`src/rtl/assert_macros.svh`:
```
// assertion helpers, sampled on clk and disabled while arst_n is low
`ifndef ASSERT_MACROS_SVH
`define ASSERT_MACROS_SVH

// property that holds at every sampled edge
`define TSQ_ASSERT_ALWAYS(label, expr, msg) \
	label: assert property (@(posedge clk) disable iff (!arst_n) (expr)) \
		else $error(msg);

// antecedent at one edge implies consequent at the next edge
`define TSQ_ASSERT_NEXT(label, ante, cons, msg) \
	label: assert property (@(posedge clk) disable iff (!arst_n) (ante) |=> (cons)) \
		else $error(msg);

`endif

```
`src/rtl/tsq_pkg.sv`:
```
package tsq_pkg;

	// channel count and tick counter width
	localparam int NUM_CHANNELS = 3;
	localparam int COUNT_BITS   = 8;

	localparam int CH_IDX_W = (NUM_CHANNELS > 1) ? $clog2(NUM_CHANNELS) : 1;
	localparam int LIM_W    = 8;
	localparam int CMP_W    = (COUNT_BITS > LIM_W) ? COUNT_BITS : LIM_W;
	localparam int OUT_W    = 3;
	localparam int CFG_IDX_W  = 3;
	localparam int CFG_DATA_W = 8;

	localparam logic [CH_IDX_W-1:0]   LAST_CH   = CH_IDX_W'(NUM_CHANNELS - 1);
	localparam logic [CH_IDX_W-1:0]   SECOND_CH = CH_IDX_W'(1);
	localparam logic [1:0]            CH_MAX    = 2'(NUM_CHANNELS);
	localparam logic [COUNT_BITS-1:0] COUNT_MAX = '1;

	// request kinds
	localparam logic [2:0] KIND_TICK    = 3'd0;
	localparam logic [2:0] KIND_TRIGGER = 3'd1;
	localparam logic [2:0] KIND_PRESS   = 3'd2;
	localparam logic [2:0] KIND_RELEASE = 3'd3;
	localparam logic [2:0] KIND_ERROR   = 3'd4;

	// channel two drive modes
	localparam logic [1:0] CH2_TRIAC_ONLY = 2'd1;
	localparam logic [1:0] CH2_RELAY_ONLY = 2'd2;

	// register indexes
	localparam logic [CFG_IDX_W-1:0] REG_ON_RELAY  = 3'd0;
	localparam logic [CFG_IDX_W-1:0] REG_ON_TRIAC  = 3'd1;
	localparam logic [CFG_IDX_W-1:0] REG_OFF_RELAY = 3'd2;
	localparam logic [CFG_IDX_W-1:0] REG_OFF_TRIAC = 3'd3;
	localparam logic [CFG_IDX_W-1:0] REG_OVERLOAD  = 3'd4;
	localparam logic [CFG_IDX_W-1:0] REG_CH2_MODE  = 3'd5;
	localparam logic [CFG_IDX_W-1:0] REG_SW_MODE   = 3'd6;

	// register reset values
	localparam logic [LIM_W-1:0] ON_RELAY_RST  = 8'd10;
	localparam logic [LIM_W-1:0] ON_TRIAC_RST  = 8'd14;
	localparam logic [LIM_W-1:0] OFF_RELAY_RST = 8'd4;
	localparam logic [LIM_W-1:0] OFF_TRIAC_RST = 8'd8;

	typedef enum logic [1:0] {
		ST_IDLE,
		ST_CMD,
		ST_CHAN,
		ST_DONE
	} state_t;

	typedef struct packed {
		logic [LIM_W-1:0] on_relay;
		logic [LIM_W-1:0] on_triac;
		logic [LIM_W-1:0] off_relay;
		logic [LIM_W-1:0] off_triac;
		logic             overload;
		logic [1:0]       ch2_mode;
		logic             sw_mode;
	} cfg_t;

	typedef struct packed {
		logic load_ok;
		logic error_any;
		logic any_light_on;
	} tick_in_t;

	typedef struct packed {
		logic                  status;
		logic                  pend_trig;
		logic                  pend_cmd;
		logic                  seq;
		logic                  rdone;
		logic                  relay;
		logic                  triac;
		logic [COUNT_BITS-1:0] count;
	} chan_t;

	typedef struct packed {
		logic busy;
		logic load_on;
	} gate_t;

	typedef struct packed {
		logic                in_ready;
		logic                do_cmd;
		logic                do_chan;
		logic                first;
		logic                load_out;
		logic [CH_IDX_W-1:0] ch_idx;
	} ctrl_t;

endpackage

```
`src/rtl/tsq_chan_unit.sv`:
```
module tsq_chan_unit (
	input  logic             first,
	input  logic             is_ch2,
	input  tsq_pkg::cfg_t     cfg,
	input  tsq_pkg::tick_in_t tick,
	input  tsq_pkg::chan_t    chan_in,
	input  tsq_pkg::gate_t    gate_in,
	output tsq_pkg::chan_t    chan_out,
	output tsq_pkg::gate_t    gate_out,
	output logic             take
);

	logic                        blocked;
	logic [tsq_pkg::LIM_W-1:0]   lim;
	logic [tsq_pkg::COUNT_BITS-1:0] cnt_inc;

	always_comb begin
		chan_out = chan_in;
		gate_out = gate_in;
		take     = 1'b0;
		blocked  = 1'b0;
		lim      = '0;
		cnt_inc  = '0;

		// gate release at the start of the tick
		if (first && cfg.overload && gate_in.busy &&
			(tick.load_ok || tick.error_any || !tick.any_light_on)) begin
			gate_out.busy = 1'b0;
		end

		// take a pending request when idle and the gate allows
		if (!chan_out.seq && chan_out.pend_trig) begin
			blocked = cfg.overload && (tick.load_ok || gate_out.busy);
			if (!blocked) begin
				take = 1'b1;
				chan_out.pend_trig = 1'b0;
				if (chan_out.status != chan_out.pend_cmd) begin
					chan_out.status = chan_out.pend_cmd;
					if (is_ch2 && cfg.ch2_mode == tsq_pkg::CH2_TRIAC_ONLY) begin
						chan_out.triac = chan_out.pend_cmd;
					end else if (is_ch2 && cfg.ch2_mode == tsq_pkg::CH2_RELAY_ONLY) begin
						chan_out.relay = chan_out.pend_cmd;
					end else begin
						chan_out.triac = 1'b1;
						chan_out.count = '0;
						chan_out.seq   = 1'b1;
					end
				end
				if (cfg.overload) begin
					gate_out.load_on = chan_out.pend_cmd;
					gate_out.busy    = 1'b1;
				end
			end
		end

		// one step of the relay/triac timing, single shared compare
		if (chan_out.seq) begin
			if (chan_out.rdone) begin
				lim = chan_out.status ? cfg.on_triac : cfg.off_triac;
			end else begin
				lim = chan_out.status ? cfg.on_relay : cfg.off_relay;
			end
			cnt_inc = (chan_out.count != tsq_pkg::COUNT_MAX) ?
				chan_out.count + 1'b1 : chan_out.count;
			chan_out.count = cnt_inc;
			if (tsq_pkg::CMP_W'(cnt_inc) >= tsq_pkg::CMP_W'(lim)) begin
				if (!chan_out.rdone) begin
					chan_out.rdone = 1'b1;
					chan_out.relay = chan_out.status;
				end else begin
					chan_out.count = '0;
					chan_out.seq   = 1'b0;
					chan_out.rdone = 1'b0;
					chan_out.triac = 1'b0;
				end
			end
		end
	end

endmodule

```
`src/rtl/tsq_fsm.sv`:
```
module tsq_fsm (
	input  logic           clk,
	input  logic           arst_n,
	input  logic           in_valid,
	input  logic           is_tick,
	input  logic           out_free,
	output tsq_pkg::ctrl_t ctrl
);

	tsq_pkg::state_t                 state_q, state_nxt;
	logic [tsq_pkg::CH_IDX_W-1:0]    idx_q;

	// state and channel counter
	always_ff @(posedge clk or negedge arst_n) begin
		if (!arst_n) begin
			state_q <= tsq_pkg::ST_IDLE;
			idx_q   <= '0;
		end else begin
			state_q <= state_nxt;
			if (state_q == tsq_pkg::ST_CHAN && idx_q != tsq_pkg::LAST_CH) begin
				idx_q <= idx_q + 1'b1;
			end else if (state_q != tsq_pkg::ST_CHAN) begin
				idx_q <= '0;
			end
		end
	end

	// next state
	always_comb begin
		state_nxt = state_q;
		case (state_q)
			tsq_pkg::ST_IDLE: begin
				if (in_valid) begin
					state_nxt = is_tick ? tsq_pkg::ST_CHAN : tsq_pkg::ST_CMD;
				end
			end
			tsq_pkg::ST_CMD: state_nxt = tsq_pkg::ST_DONE;
			tsq_pkg::ST_CHAN: begin
				if (idx_q == tsq_pkg::LAST_CH) begin
					state_nxt = tsq_pkg::ST_DONE;
				end
			end
			tsq_pkg::ST_DONE: begin
				if (out_free) begin
					state_nxt = tsq_pkg::ST_IDLE;
				end
			end
			default: state_nxt = tsq_pkg::ST_IDLE;
		endcase
	end

	// control outputs
	always_comb begin
		ctrl = '0;
		ctrl.ch_idx = idx_q;
		case (state_q)
			tsq_pkg::ST_IDLE: ctrl.in_ready = 1'b1;
			tsq_pkg::ST_CMD:  ctrl.do_cmd   = 1'b1;
			tsq_pkg::ST_CHAN: begin
				ctrl.do_chan = 1'b1;
				ctrl.first   = (idx_q == '0);
			end
			tsq_pkg::ST_DONE: ctrl.load_out = out_free;
			default: ctrl = '0;
		endcase
	end

endmodule

```
`src/rtl/triac_relay_switch_sequencer_top.sv`:
```
// Hybrid triac-relay switch sequencer for up to three lighting channels.
// Input channel: in_valid/in_ready with kind, channel, command_on and the
// load_ok/error_any/any_light_on status read on ticks. Each request yields
// exactly one result on out_valid/out_ready: relay, triac and light status
// per channel plus the overload gate status, all showing the state after
// that request.
// Timing: a tick walks the channels through one shared timing unit, one
// channel per cycle, in the steps accept, one step per channel and result
// load, and in_ready returns after the load. Trigger, press, release and
// error close go through accept, update and result load.
// The result appears on the output register in the cycle after the load.
// The input is taken while an older result still waits in the output
// register; if the receiver stalls, the next result holds in the sequencer
// until the output register frees, and no further request is taken.
// Registers are written through cfg_we/cfg_index/cfg_wdata with no wait.
// Reset (arst_n low) clears all channel state and the gate and loads the
// default timing registers; the output register comes up empty.
`include "assert_macros.svh"

module triac_relay_switch_sequencer_top (
	input  logic                           clk,
	input  logic                           arst_n,
	input  logic                           cfg_we,
	input  logic [tsq_pkg::CFG_IDX_W-1:0]  cfg_index,
	input  logic [tsq_pkg::CFG_DATA_W-1:0] cfg_wdata,
	input  logic                           in_valid,
	output logic                           in_ready,
	input  logic [2:0]                     kind,
	input  logic [1:0]                     channel,
	input  logic                           command_on,
	input  logic                           load_ok,
	input  logic                           error_any,
	input  logic                           any_light_on,
	output logic                           out_valid,
	input  logic                           out_ready,
	output logic [tsq_pkg::OUT_W-1:0]      relay_drive,
	output logic [tsq_pkg::OUT_W-1:0]      triac_drive,
	output logic [tsq_pkg::OUT_W-1:0]      light_status,
	output logic                           load_busy,
	output logic                           load_on,
	output logic [1:0]                     active_line
);

	localparam int N = tsq_pkg::NUM_CHANNELS;

	tsq_pkg::cfg_t     cfg_q;
	tsq_pkg::ctrl_t    ctrl;
	tsq_pkg::tick_in_t tick_q;
	tsq_pkg::chan_t    unit_in, unit_out;
	tsq_pkg::gate_t    gate_q, gate_nxt, unit_gate;
	logic              take;
	logic              is_ch2;
	logic              out_free;
	logic              out_valid_q;

	logic [2:0] kind_q;
	logic [1:0] channel_q;
	logic       command_on_q;

	// per-channel state
	logic [N-1:0] status_q, ptrig_q, pcmd_q, seq_q, rdone_q, relay_q, triac_q;
	logic [N-1:0] pseen_q, pton_q, line_q;
	logic [tsq_pkg::COUNT_BITS-1:0] cnt_q [N];

	logic [N-1:0] status_nxt, ptrig_nxt, pcmd_nxt, seq_nxt, rdone_nxt, relay_nxt;
	logic [N-1:0] triac_nxt, pseen_nxt, pton_nxt, line_nxt;
	logic [tsq_pkg::COUNT_BITS-1:0] cnt_nxt [N];

	logic                         ch_ok;
	logic                         momentary;
	logic [tsq_pkg::CH_IDX_W-1:0] ci;

	logic [tsq_pkg::OUT_W-1:0] relay_v, triac_v, status_v;
	logic [1:0]                line_v;

	logic [tsq_pkg::OUT_W-1:0] relay_res_q, triac_res_q, status_res_q;
	logic                      busy_res_q, load_on_res_q;
	logic [1:0]                line_res_q;

	// configuration registers
	always_ff @(posedge clk or negedge arst_n) begin
		if (!arst_n) begin
			cfg_q.on_relay  <= tsq_pkg::ON_RELAY_RST;
			cfg_q.on_triac  <= tsq_pkg::ON_TRIAC_RST;
			cfg_q.off_relay <= tsq_pkg::OFF_RELAY_RST;
			cfg_q.off_triac <= tsq_pkg::OFF_TRIAC_RST;
			cfg_q.overload  <= 1'b0;
			cfg_q.ch2_mode  <= '0;
			cfg_q.sw_mode   <= 1'b0;
		end else if (cfg_we) begin
			case (cfg_index)
				tsq_pkg::REG_ON_RELAY:  cfg_q.on_relay  <= cfg_wdata;
				tsq_pkg::REG_ON_TRIAC:  cfg_q.on_triac  <= cfg_wdata;
				tsq_pkg::REG_OFF_RELAY: cfg_q.off_relay <= cfg_wdata;
				tsq_pkg::REG_OFF_TRIAC: cfg_q.off_triac <= cfg_wdata;
				tsq_pkg::REG_OVERLOAD:  cfg_q.overload  <= cfg_wdata[0];
				tsq_pkg::REG_CH2_MODE:  cfg_q.ch2_mode  <= cfg_wdata[1:0];
				tsq_pkg::REG_SW_MODE:   cfg_q.sw_mode   <= cfg_wdata[0];
				default: ;
			endcase
		end
	end

	// sequencer
	assign out_free = !out_valid_q || out_ready;

	tsq_fsm u_fsm (
		.clk      (clk),
		.arst_n   (arst_n),
		.in_valid (in_valid),
		.is_tick  (kind == tsq_pkg::KIND_TICK),
		.out_free (out_free),
		.ctrl     (ctrl)
	);

	assign in_ready = ctrl.in_ready;

	// request capture
	always_ff @(posedge clk) begin
		if (in_valid && ctrl.in_ready) begin
			kind_q         <= kind;
			channel_q      <= channel;
			command_on_q   <= command_on;
			tick_q.load_ok      <= load_ok;
			tick_q.error_any    <= error_any;
			tick_q.any_light_on <= any_light_on;
		end
	end

	// shared channel timing unit, fed from the selected channel
	always_comb begin
		unit_in.status    = status_q[ctrl.ch_idx];
		unit_in.pend_trig = ptrig_q[ctrl.ch_idx];
		unit_in.pend_cmd  = pcmd_q[ctrl.ch_idx];
		unit_in.seq       = seq_q[ctrl.ch_idx];
		unit_in.rdone     = rdone_q[ctrl.ch_idx];
		unit_in.relay     = relay_q[ctrl.ch_idx];
		unit_in.triac     = triac_q[ctrl.ch_idx];
		unit_in.count     = cnt_q[ctrl.ch_idx];
	end

	assign is_ch2 = (ctrl.ch_idx == tsq_pkg::SECOND_CH);

	tsq_chan_unit u_unit (
		.first    (ctrl.first),
		.is_ch2   (is_ch2),
		.cfg      (cfg_q),
		.tick     (tick_q),
		.chan_in  (unit_in),
		.gate_in  (gate_q),
		.chan_out (unit_out),
		.gate_out (unit_gate),
		.take     (take)
	);

	// decoded request channel
	always_comb begin
		ch_ok     = (channel_q inside {[2'd1 : tsq_pkg::CH_MAX]});
		ci        = tsq_pkg::CH_IDX_W'(channel_q - 2'd1);
		momentary = cfg_q.sw_mode && (ci == tsq_pkg::SECOND_CH);
	end

	// next channel state: timing step or command update
	always_comb begin
		status_nxt = status_q;
		ptrig_nxt  = ptrig_q;
		pcmd_nxt   = pcmd_q;
		seq_nxt    = seq_q;
		rdone_nxt  = rdone_q;
		relay_nxt  = relay_q;
		triac_nxt  = triac_q;
		pseen_nxt  = pseen_q;
		pton_nxt   = pton_q;
		line_nxt   = line_q;
		cnt_nxt    = cnt_q;
		gate_nxt   = gate_q;

		if (ctrl.do_chan) begin
			status_nxt[ctrl.ch_idx] = unit_out.status;
			ptrig_nxt[ctrl.ch_idx]  = unit_out.pend_trig;
			pcmd_nxt[ctrl.ch_idx]   = unit_out.pend_cmd;
			seq_nxt[ctrl.ch_idx]    = unit_out.seq;
			rdone_nxt[ctrl.ch_idx]  = unit_out.rdone;
			relay_nxt[ctrl.ch_idx]  = unit_out.relay;
			triac_nxt[ctrl.ch_idx]  = unit_out.triac;
			cnt_nxt[ctrl.ch_idx]    = unit_out.count;
			gate_nxt                = unit_gate;
			if (take && cfg_q.overload) begin
				for (int k = 0; k < N; k++) begin
					line_nxt[k] = unit_in.pend_cmd &&
						(ctrl.ch_idx == tsq_pkg::CH_IDX_W'(k));
				end
			end
		end

		if (ctrl.do_cmd) begin
			case (kind_q)
				tsq_pkg::KIND_TRIGGER: begin
					if (ch_ok) begin
						ptrig_nxt[ci] = 1'b1;
						pcmd_nxt[ci]  = command_on_q;
					end
				end
				tsq_pkg::KIND_PRESS: begin
					if (ch_ok) begin
						if (!momentary) begin
							pseen_nxt[ci] = 1'b1;
							pton_nxt[ci]  = !status_q[ci];
						end
						if (!status_q[ci]) begin
							ptrig_nxt[ci] = 1'b1;
							pcmd_nxt[ci]  = 1'b1;
						end
					end
				end
				tsq_pkg::KIND_RELEASE: begin
					if (ch_ok) begin
						if (momentary) begin
							if (status_q[ci]) begin
								ptrig_nxt[ci] = 1'b1;
								pcmd_nxt[ci]  = 1'b0;
							end
						end else if (pseen_q[ci]) begin
							pseen_nxt[ci] = 1'b0;
							if (!pton_q[ci]) begin
								ptrig_nxt[ci] = 1'b1;
								pcmd_nxt[ci]  = 1'b0;
							end
						end
					end
				end
				tsq_pkg::KIND_ERROR: begin
					if (channel_q == 2'd0) begin
						for (int k = 0; k < N; k++) begin
							if (status_q[k]) begin
								ptrig_nxt[k] = 1'b1;
								pcmd_nxt[k]  = 1'b0;
							end
						end
					end else if (ch_ok && status_q[ci]) begin
						ptrig_nxt[ci] = 1'b1;
						pcmd_nxt[ci]  = 1'b0;
					end
				end
				default: ;
			endcase
		end
	end

	// channel and gate state registers
	always_ff @(posedge clk or negedge arst_n) begin
		if (!arst_n) begin
			status_q <= '0;
			ptrig_q  <= '0;
			pcmd_q   <= '0;
			seq_q    <= '0;
			rdone_q  <= '0;
			relay_q  <= '0;
			triac_q  <= '0;
			pseen_q  <= '0;
			pton_q   <= '0;
			line_q   <= '0;
			gate_q   <= '0;
			for (int k = 0; k < N; k++) begin
				cnt_q[k] <= '0;
			end
		end else begin
			status_q <= status_nxt;
			ptrig_q  <= ptrig_nxt;
			pcmd_q   <= pcmd_nxt;
			seq_q    <= seq_nxt;
			rdone_q  <= rdone_nxt;
			relay_q  <= relay_nxt;
			triac_q  <= triac_nxt;
			pseen_q  <= pseen_nxt;
			pton_q   <= pton_nxt;
			line_q   <= line_nxt;
			gate_q   <= gate_nxt;
			cnt_q    <= cnt_nxt;
		end
	end

	// result vectors, active line is the lowest marked channel
	always_comb begin
		relay_v  = '0;
		triac_v  = '0;
		status_v = '0;
		line_v   = '0;
		for (int k = N - 1; k >= 0; k--) begin
			relay_v[k]  = relay_q[k];
			triac_v[k]  = triac_q[k];
			status_v[k] = status_q[k];
			if (line_q[k]) begin
				line_v = 2'(k + 1);
			end
		end
	end

	// output register
	always_ff @(posedge clk or negedge arst_n) begin
		if (!arst_n) begin
			out_valid_q <= 1'b0;
		end else if (ctrl.load_out) begin
			out_valid_q <= 1'b1;
		end else if (out_ready) begin
			out_valid_q <= 1'b0;
		end
	end

	always_ff @(posedge clk) begin
		if (ctrl.load_out) begin
			relay_res_q   <= relay_v;
			triac_res_q   <= triac_v;
			status_res_q  <= status_v;
			busy_res_q    <= gate_q.busy;
			load_on_res_q <= gate_q.load_on;
			line_res_q    <= line_v;
		end
	end

	assign out_valid    = out_valid_q;
	assign relay_drive  = relay_res_q;
	assign triac_drive  = triac_res_q;
	assign light_status = status_res_q;
	assign load_busy    = busy_res_q;
	assign load_on      = load_on_res_q;
	assign active_line  = line_res_q;

	// checks
	`TSQ_ASSERT_NEXT(a_busy_after_accept, in_valid && in_ready, !in_ready,
		"request taken while previous one in progress")
	`TSQ_ASSERT_ALWAYS(a_triac_during_seq, (seq_q & ~triac_q) == '0,
		"triac released while channel still sequencing")
	`TSQ_ASSERT_ALWAYS(a_rdone_needs_seq, (rdone_q & ~seq_q) == '0,
		"relay done flag set outside a sequence")
	`TSQ_ASSERT_ALWAYS(a_one_line_mark, $onehot0(line_q),
		"more than one channel carries the line mark")

endmodule

```
`config.mk`:
```
export PLATFORM = sky130hd
export DESIGN_NAME = triac_relay_switch_sequencer_top
export DESIGN_NICKNAME = d
export VERILOG_FILES = /design/src/rtl/tsq_pkg.sv /design/src/rtl/tsq_chan_unit.sv /design/src/rtl/tsq_fsm.sv /design/src/rtl/triac_relay_switch_sequencer_top.sv
export VERILOG_INCLUDE_DIRS = /design/src /design/src/rtl
export SDC_FILE = /design/constraint.sdc
export NUM_CORES = 1
export LEC_CHECK = 0
export ABC_AREA = 1
export BUFFER_PORTS_ARGS = -buffer_cell sky130_fd_sc_hd__buf_2
export CAP_MARGIN = 20
export CORE_ASPECT_RATIO = 1.4
export CORE_MARGIN = 2
export CORE_UTILIZATION = 35
export DETAILED_ROUTE_END_ITERATION = 12
export MAX_ROUTING_LAYER = met4
export PLACE_DENSITY = 0.55
export SKIP_LAST_GASP = 1
export SLEW_MARGIN = 10
export SYNTH_ARGS = -nofsm -noshare
export SYNTH_HDL_FRONTEND = slang
export SYNTH_SLANG_ARGS = --single-unit
```
`constraint.sdc`:
```
create_clock -name clk -period 4.6 [get_ports clk]
set_input_delay 0.23 -clock clk [delete_from_list [all_inputs] [get_ports clk]]
set_output_delay 0.23 -clock clk [all_outputs]
set_load 0.02 [all_outputs]
```
# ---- Word level (Yosys, flattened, before mapping)
# Cells that the tools add are included.
dict set report classes {
  mux 124
  reduce_logical 47
  n_bitwise 9
  n_addsub 3
  n_eq_ne 30
  magnitude_cmp 9
}
# cell n
set op_table {}
lappend op_table {{3-bit 2-to-1 mux} 29}
lappend op_table {{8-bit 2-to-1 mux} 9}
lappend op_table {{1-bit 2-to-1 mux} 37}
lappend op_table {{10-bit 2-to-1 mux} 3}
lappend op_table {{2-bit 2-to-1 mux} 14}
lappend op_table {{3-bit bitwise mux} 9}
lappend op_table {{24-bit bitwise mux} 1}
lappend op_table {{12-bit 2-to-1 mux} 2}
lappend op_table {{3-bit one-hot mux with 4 select lines} 2}
lappend op_table {{1-bit binary-select mux with 2-bit select} 10}
lappend op_table {{1-bit logical AND} 19}
lappend op_table {{9-bit 2-to-1 mux} 2}
lappend op_table {{2-bit != test, second input constant} 9}
lappend op_table {{8-bit binary-select mux with 2-bit select} 1}
lappend op_table {{8-bit demux with 2-bit select} 1}
lappend op_table {{2-bit AND reduction} 8}
lappend op_table {{3-bit by 2-bit == test with 1-bit output, second input constant} 4}
lappend op_table {{3-bit == test, second input constant} 4}
lappend op_table {{3-bit bitwise OR} 3}
lappend op_table {{8-bit by 1-bit adder with 8-bit output, second input constant} 1}
lappend op_table {{2-bit by 1-bit == test with 1-bit output, second input constant} 4}
lappend op_table {{2-bit == test, second input constant} 4}
lappend op_table {{8-bit greater-or-equal comparator} 1}
lappend op_table {{8-bit != test, second input constant} 1}
lappend op_table {{other kinds (25)} 44}
dict set report totals {
  inputBits 25
  elab_cells 259
  reg_bits 119
}

# ---- Depth between registers and ports, before layout
dict set report depth {
  word_depth 19
  ltp_mapped 28
  depth_no_buf 25
}

# ---- Cells and area by module
# From an unflattened synthesis, not the netlist that was laid out.
dict set report unflattened {
  cells_unflattened 807
  hier_area_um2 6510.0
}
# mod n_inst cells_per_inst seq_area_each_um2 area_each_um2
set by_module_without_submodules {}
lappend by_module_without_submodules {triac_relay_switch_sequencer_top 1 572 2996.6 5137.4}
lappend by_module_without_submodules {tsq_chan_unit 1 191 0.0 1054.8}
lappend by_module_without_submodules {tsq_fsm 1 44 100.1 317.8}

# ---- Worst setup path after synthesis
# Ideal clock, no wire load.
dict set report synth_path {
  kind {register to register}
  start {reg u_fsm.idx_q[0] in the netlist's numbering}
  end {reg rdone_q[1]}
  path_slack_ns 0.741
  path_stages_with_launch 25
  period_less_slack_ns 3.859
  arrival_time_ns 3.723
  t_required_ns 4.464
  n_path_buf 3
  cell_sequence {dfrtp_1 > inv_2 > buf_6 > buf_2 > ha_1 > nand2_1 > nor2_1 > o21ai_1 > nand2_1 > nand2_1 > nand2_1 > nand2_2 > o21ai_2 > inv_2 > buf_2 > nor2_1 > o22a_1 > ha_1 > a21oi_1 > o21ai_0 > nand2_1 > o2111ai_1 > ha_1 > o21ai_0 > o21ai_0}
}
dict set report synth_between {
  elab_chain_cells 17
  elab_cells_between_ends 58
  cone_classes {add/sub (1); order compare (3); eq/ne (3); mux (39); bitwise (1); reduce/logical (11)}
}
# item line
set synth_lines {}
lappend synth_lines {{start: declaration} tsq_fsm.sv:11} ;# logic [tsq_pkg::CH_IDX_W-1:0] idx_q;
lappend synth_lines {{start signal: assignment} tsq_fsm.sv:21} ;# idx_q <= idx_q + 1'b1;
lappend synth_lines {{branches (longest 16 deep; another with 8-bit by 1-bit adder with 8-bit output)} n/a}
lappend synth_lines {{3-bit bitwise mux *} triac_relay_switch_sequencer_top.sv:183} ;# rdone_nxt[ctrl.ch_idx] = unit_out.rdone;
lappend synth_lines {{end signal: assignment} triac_relay_switch_sequencer_top.sv:272} ;# rdone_q <= rdone_nxt;
lappend synth_lines {{end: declaration} triac_relay_switch_sequencer_top.sv:61} ;# logic [N-1:0] status_q, ptrig_q, pcmd_q, seq_q, rdone_q, relay_q, triac_q;
# Mark *: on every way between the ends. The select of a mux whose other input is x is not followed.
# A chain may end at the register's enable or synchronous reset.

# ---- Worst setup path after layout
dict set report layout_path {
  start {reg u_fsm.state_q[0]}
  end {reg rdone_q[2]}
}
dict set report layout_between {
  elab_chain_cells 17
  elab_cells_between_ends 25
  cone_classes {add/sub (1); order compare (1); eq/ne (2); mux (16); reduce/logical (5)}
}
# item line
set layout_lines {}
lappend layout_lines {{start: declaration} tsq_fsm.sv:10} ;# tsq_pkg::state_t state_q, state_nxt;
lappend layout_lines {{start signal: assignment} tsq_fsm.sv:16} ;# state_q <= tsq_pkg::ST_IDLE;
lappend layout_lines {{start signal: assignment} tsq_fsm.sv:19} ;# state_q <= state_nxt;
lappend layout_lines {{2-bit == test *} tsq_fsm.sv:56} ;# case (state_q)
lappend layout_lines {{2-bit 2-to-1 mux *} tsq_fsm.sv:56}
lappend layout_lines {{branches (longest 15 deep; another with 8-bit by 1-bit adder with 8-bit output)} n/a}
# Marks and branches as above.

==> flow_summary.yaml <==
setup_path:
  r2r_end: "rdone_q[2]"
  cp_max_fo: 11
  crit_end: "rdone_q[2]"
  crit_path_end_kind: "register"
  critical_path.slowest_cell: "dfrtp_1"
  crit_cells: 21
  crit_chain: "inv_1, ha_1, nand2_1, nor2_1, o21ai_1, nand2_1, nand2_1, nand2_1, nand2_2, o21ai_4, buf_4, nor2_1, o32a_1, ha_1, nand2_1, nor2_1, nand4_1, o2111ai_2, ha_1, o21ai_0, o21ai_0"
  cp.arrival_ns: 4.41
  regToRegSetupSlack_ns: 0.45
  cp-startpoint: "u_fsm.state_q[0]"
  worstPathRequired_ns: 4.86
  crit_path_frequent_cell: "nand2_1"
  r2r.worst_path.cells: 21
  cp_top_family: "compound AO/OA/AOI/OAI gates"
  max_stage_delay_ns: 0.42
  worstSetupPathType: "register to register"
  r2r-start: "u_fsm.state_q[0]"
  worst-path-buf-inv: 2
  startpoint_type: "register"
finish:
  areaGrowthSynthToFinish_pct: 19.16
  fin_util: 0.4223
  seqCellArea_um2: 3097
  top_register: "cfg_q"
  fill_cells: 1800
  largest_reg_flops: 36
  reg_top3: "cfg_q: 36 flops, cnt_q: 24 flops"
  multi_input_area_um2: 2816
  nets: 872
  diodes: 0
  drive_gt1_frac: 0.1536
placed_design:
  place.gp.congestion: 0.9172
  portBuffers: 39
  hpwlAfterDp_mm: 11.08
synth:
  synth.largest_area_cell: "dfrtp_1"
  syn_area_per_cell_um2: 8.194
  synth_compound_area_frac: 0.1553
  synth_top_area_frac: 0.3574
  ys_seq_elements: 119
  ys.flop_type: "dfrtp_1"
  syn-instance-count: 769
  synth_edf_count: 22
  synth_top_family_by_area: "simple AND/OR/NAND/NOR gates"
  synth_cell_types: 48
  synth_seq_area_share: 0.4915
  synth_area_um2: 6301
  async_reset_ff_frac: 0.8151
  synth-simple-area-share: 0.2498
  synth.area.top_cells: "dfrtp_1, nand2_1, edfxtp_1"
  yosysWarnings: 0
  synthAdderAreaFrac: 0.03971
  synthMuxAreaShare: 0
  synth_xor_area_frac: 0
  syn_nets: 814
timing:
  finalSetupTns_ns: 0
  setup_viol: 0
  period_share: 0.9027
  drv_slew: 0
  final.min_clock_period_ns: 4.152
  finalHoldViolations: 0
  max-slew-margin-rel: 0.4147
  timing.fmax_mhz: 240.8
  worst_pin_slew_ns: 0.8780
  rsz0062_at_grt: "no"
  skew_ns: 0.02526
flow_run:
  cap_violations: 0
power_and_ir_drop:
  peakVddDrop_mv: 0.2199
  cellPowerDensity_nw_per_um2: 657.4
  comb_power_share: 0.407
  leakagePower_nw: 3.576
  p_sw_mw: 1.963
  clkPwrFrac: 0.275
  power_frac_seq: 0.318
  p_int_mw: 2.973
  switching_share: 0.3976
global_routing:
  track_usage: 0.1784
  grt_overflow_total: 0
  grt_pass1_wl_mm: 26.15
  grt_antenna_before_repair: 0
  grt_start_max_net_pins: 67
  grt_pass1_vias: 5155
floorplanning:
  ios: 40
  die_h_um: 162.8
  initial_core_util: 0.3544
  die_x_um: 117.4
  coreArea_um2: 17780
  design.die.area_um2: 19110
  rows: 58
worst_hold_path:
  hold_class: "primary input to register"
  holdPathStages: 4
drt:
  drt_iter0_drc: 249
  drt_pass1_iterations: 4
  wl_per_cell_um: 14.35
  viasPerCell: 4.774
  vias: 5156
  ant_nets: 0
  drc: 0
  wirelength_mm: 15.49
clock_tree:
  path_clk_slew_ns: 0.05
  tritoncts: "built"
  htreeDepth: 4
  cts_buffers: 17
  clock_path_buffers: 2
  clock-sinks: 119
  cts_root_buffer: "clkbuf_16"
  worstSkewPairLatency_ns: 0.43
outcome:
  status: "finished clean"
==> power by group through the flow <==
stage	Clock (mW)	Sequential, mW	Combinational [mW]
floorplan	0	1.59	1.45
global placement	0	1.58	1.98
detailed placement	0	1.58	1.98
CTS	1.38	1.57	2.00
global route	1.43	1.61	2.29
finish	1.36	1.57	2.01
==> tightest hold or removal path, cell delays in order <==
cell and delay, ns:
buf_2 0.08, inv_1 0.04, nand2_1 0.07, nand2_1 0.05
==> per-layer routing <==
metal | wire length (um) | global-route usage | vias up
met5 | 0 | - | -
met4 | 257 | 0.06407 | 0
met3 | 503 | 0.03291 | 15
met2 | 7643 | 0.2940 | 105
met1 | 7089 | 0.2209 | 2394
li1 | - | - | 2642
==> through the flow <==
step | instance area, um2 | power (mW) | hold slack, ns | setup slack [ns] | std cells
detailed placement | 6769 | 3.563 | 0.4081 | 0.1581 | 1036
finish | 7508 | 4.936 | 0.08480 | 0.4476 | 1080
global placement | 6769 | 3.558 | 0.4070 | 0.3316 | 1036
CTS | 7480 | 4.953 | 0.07540 | 0.1395 | 1078
global route | 7508 | 5.329 | 0.1004 | 0.09311 | 1080
floorplan | 6301 | 3.032 | -0.06559 | 0.7409 | 769
==> layout by cell type, fill, tap and decap left out, types with 6 or more instances in the layout <==
master,Yosys,layout
buf_2,6,38
nand3_1,19,19
edfxtp_1,22,22
nor2_1,57,57
o211ai_1,13,13
clkbuf_16,0,19
inv_1,74,74
a21oi_1,15,15
ha_1,20,20
dfstp_2,7,7
dlygate4sd3_1,0,10
nand2_2,8,8
a31oi_1,6,6
dfrtp_1,90,90
nand2_1,245,245
buf_4,0,11
o21ai_0,92,92
inv_2,8,8
==> cell usage after synthesis (4+ instances only) <==
| cell type | number |
|---|---|
| buf_2 | 6 |
| o21ai_0 | 92 |
| nand2_2 | 8 |
| edfxtp_1 | 22 |
| o2111ai_1 | 4 |
| nand2_1 | 245 |
| a31oi_1 | 6 |
| nor2_4 | 4 |
| o22ai_1 | 4 |
| inv_1 | 74 |
| o21ai_2 | 4 |
| clkbuf_1 | 12 |
| or2_2 | 5 |
| dfrtp_1 | 90 |
| dfstp_2 | 7 |
| nor3_1 | 5 |
| ha_1 | 20 |
| nor2_1 | 57 |
| nand3_1 | 19 |
| o32a_1 | 4 |
| a21oi_1 | 15 |
| or2_1 | 4 |
| inv_2 | 8 |
| o211ai_1 | 13 |
==> repair_timing <==
item / in CTS / in global routing
setup endpoints to repair: 0 / 35
buffers inserted: 0 / 2
resized for setup: 0 / 2
endpoints found under the hold margin: 72 / 0
hold buffers: 10 / 0
==> how the worst min path moves through the flow <==
stage          startpoint         to  slack, ns
4_1_cts         out_ready  out_valid       0.08
2_1_floorplan      arst_n  async pin      -0.07
5_1_grt         out_ready  out_valid       0.10
3_5_place_dp       arst_n  pton_q[0]       0.41
3_3_place_gp       arst_n  pton_q[0]       0.41
6_report        out_ready  out_valid       0.08
==> kinds of logic after synthesis <==
family | count (synthesis)
AO/OA/AOI/OAI | 160
adder cells (fa/ha/maj) | 20
buffers and inverters | 103
flip-flops | 119
AND/OR/NAND/NOR | 367
==> final cells by class <==
type                    count  area share
multi-input cells         547      0.3751
clock buffers              21     0.06566
inverters                  83     0.04149
clock inverters            11     0.01566
well taps                 240     0.03999
repair buffers             59     0.04966
flip-flops and latches    119      0.4124
(Power assumes the default switching activity.)
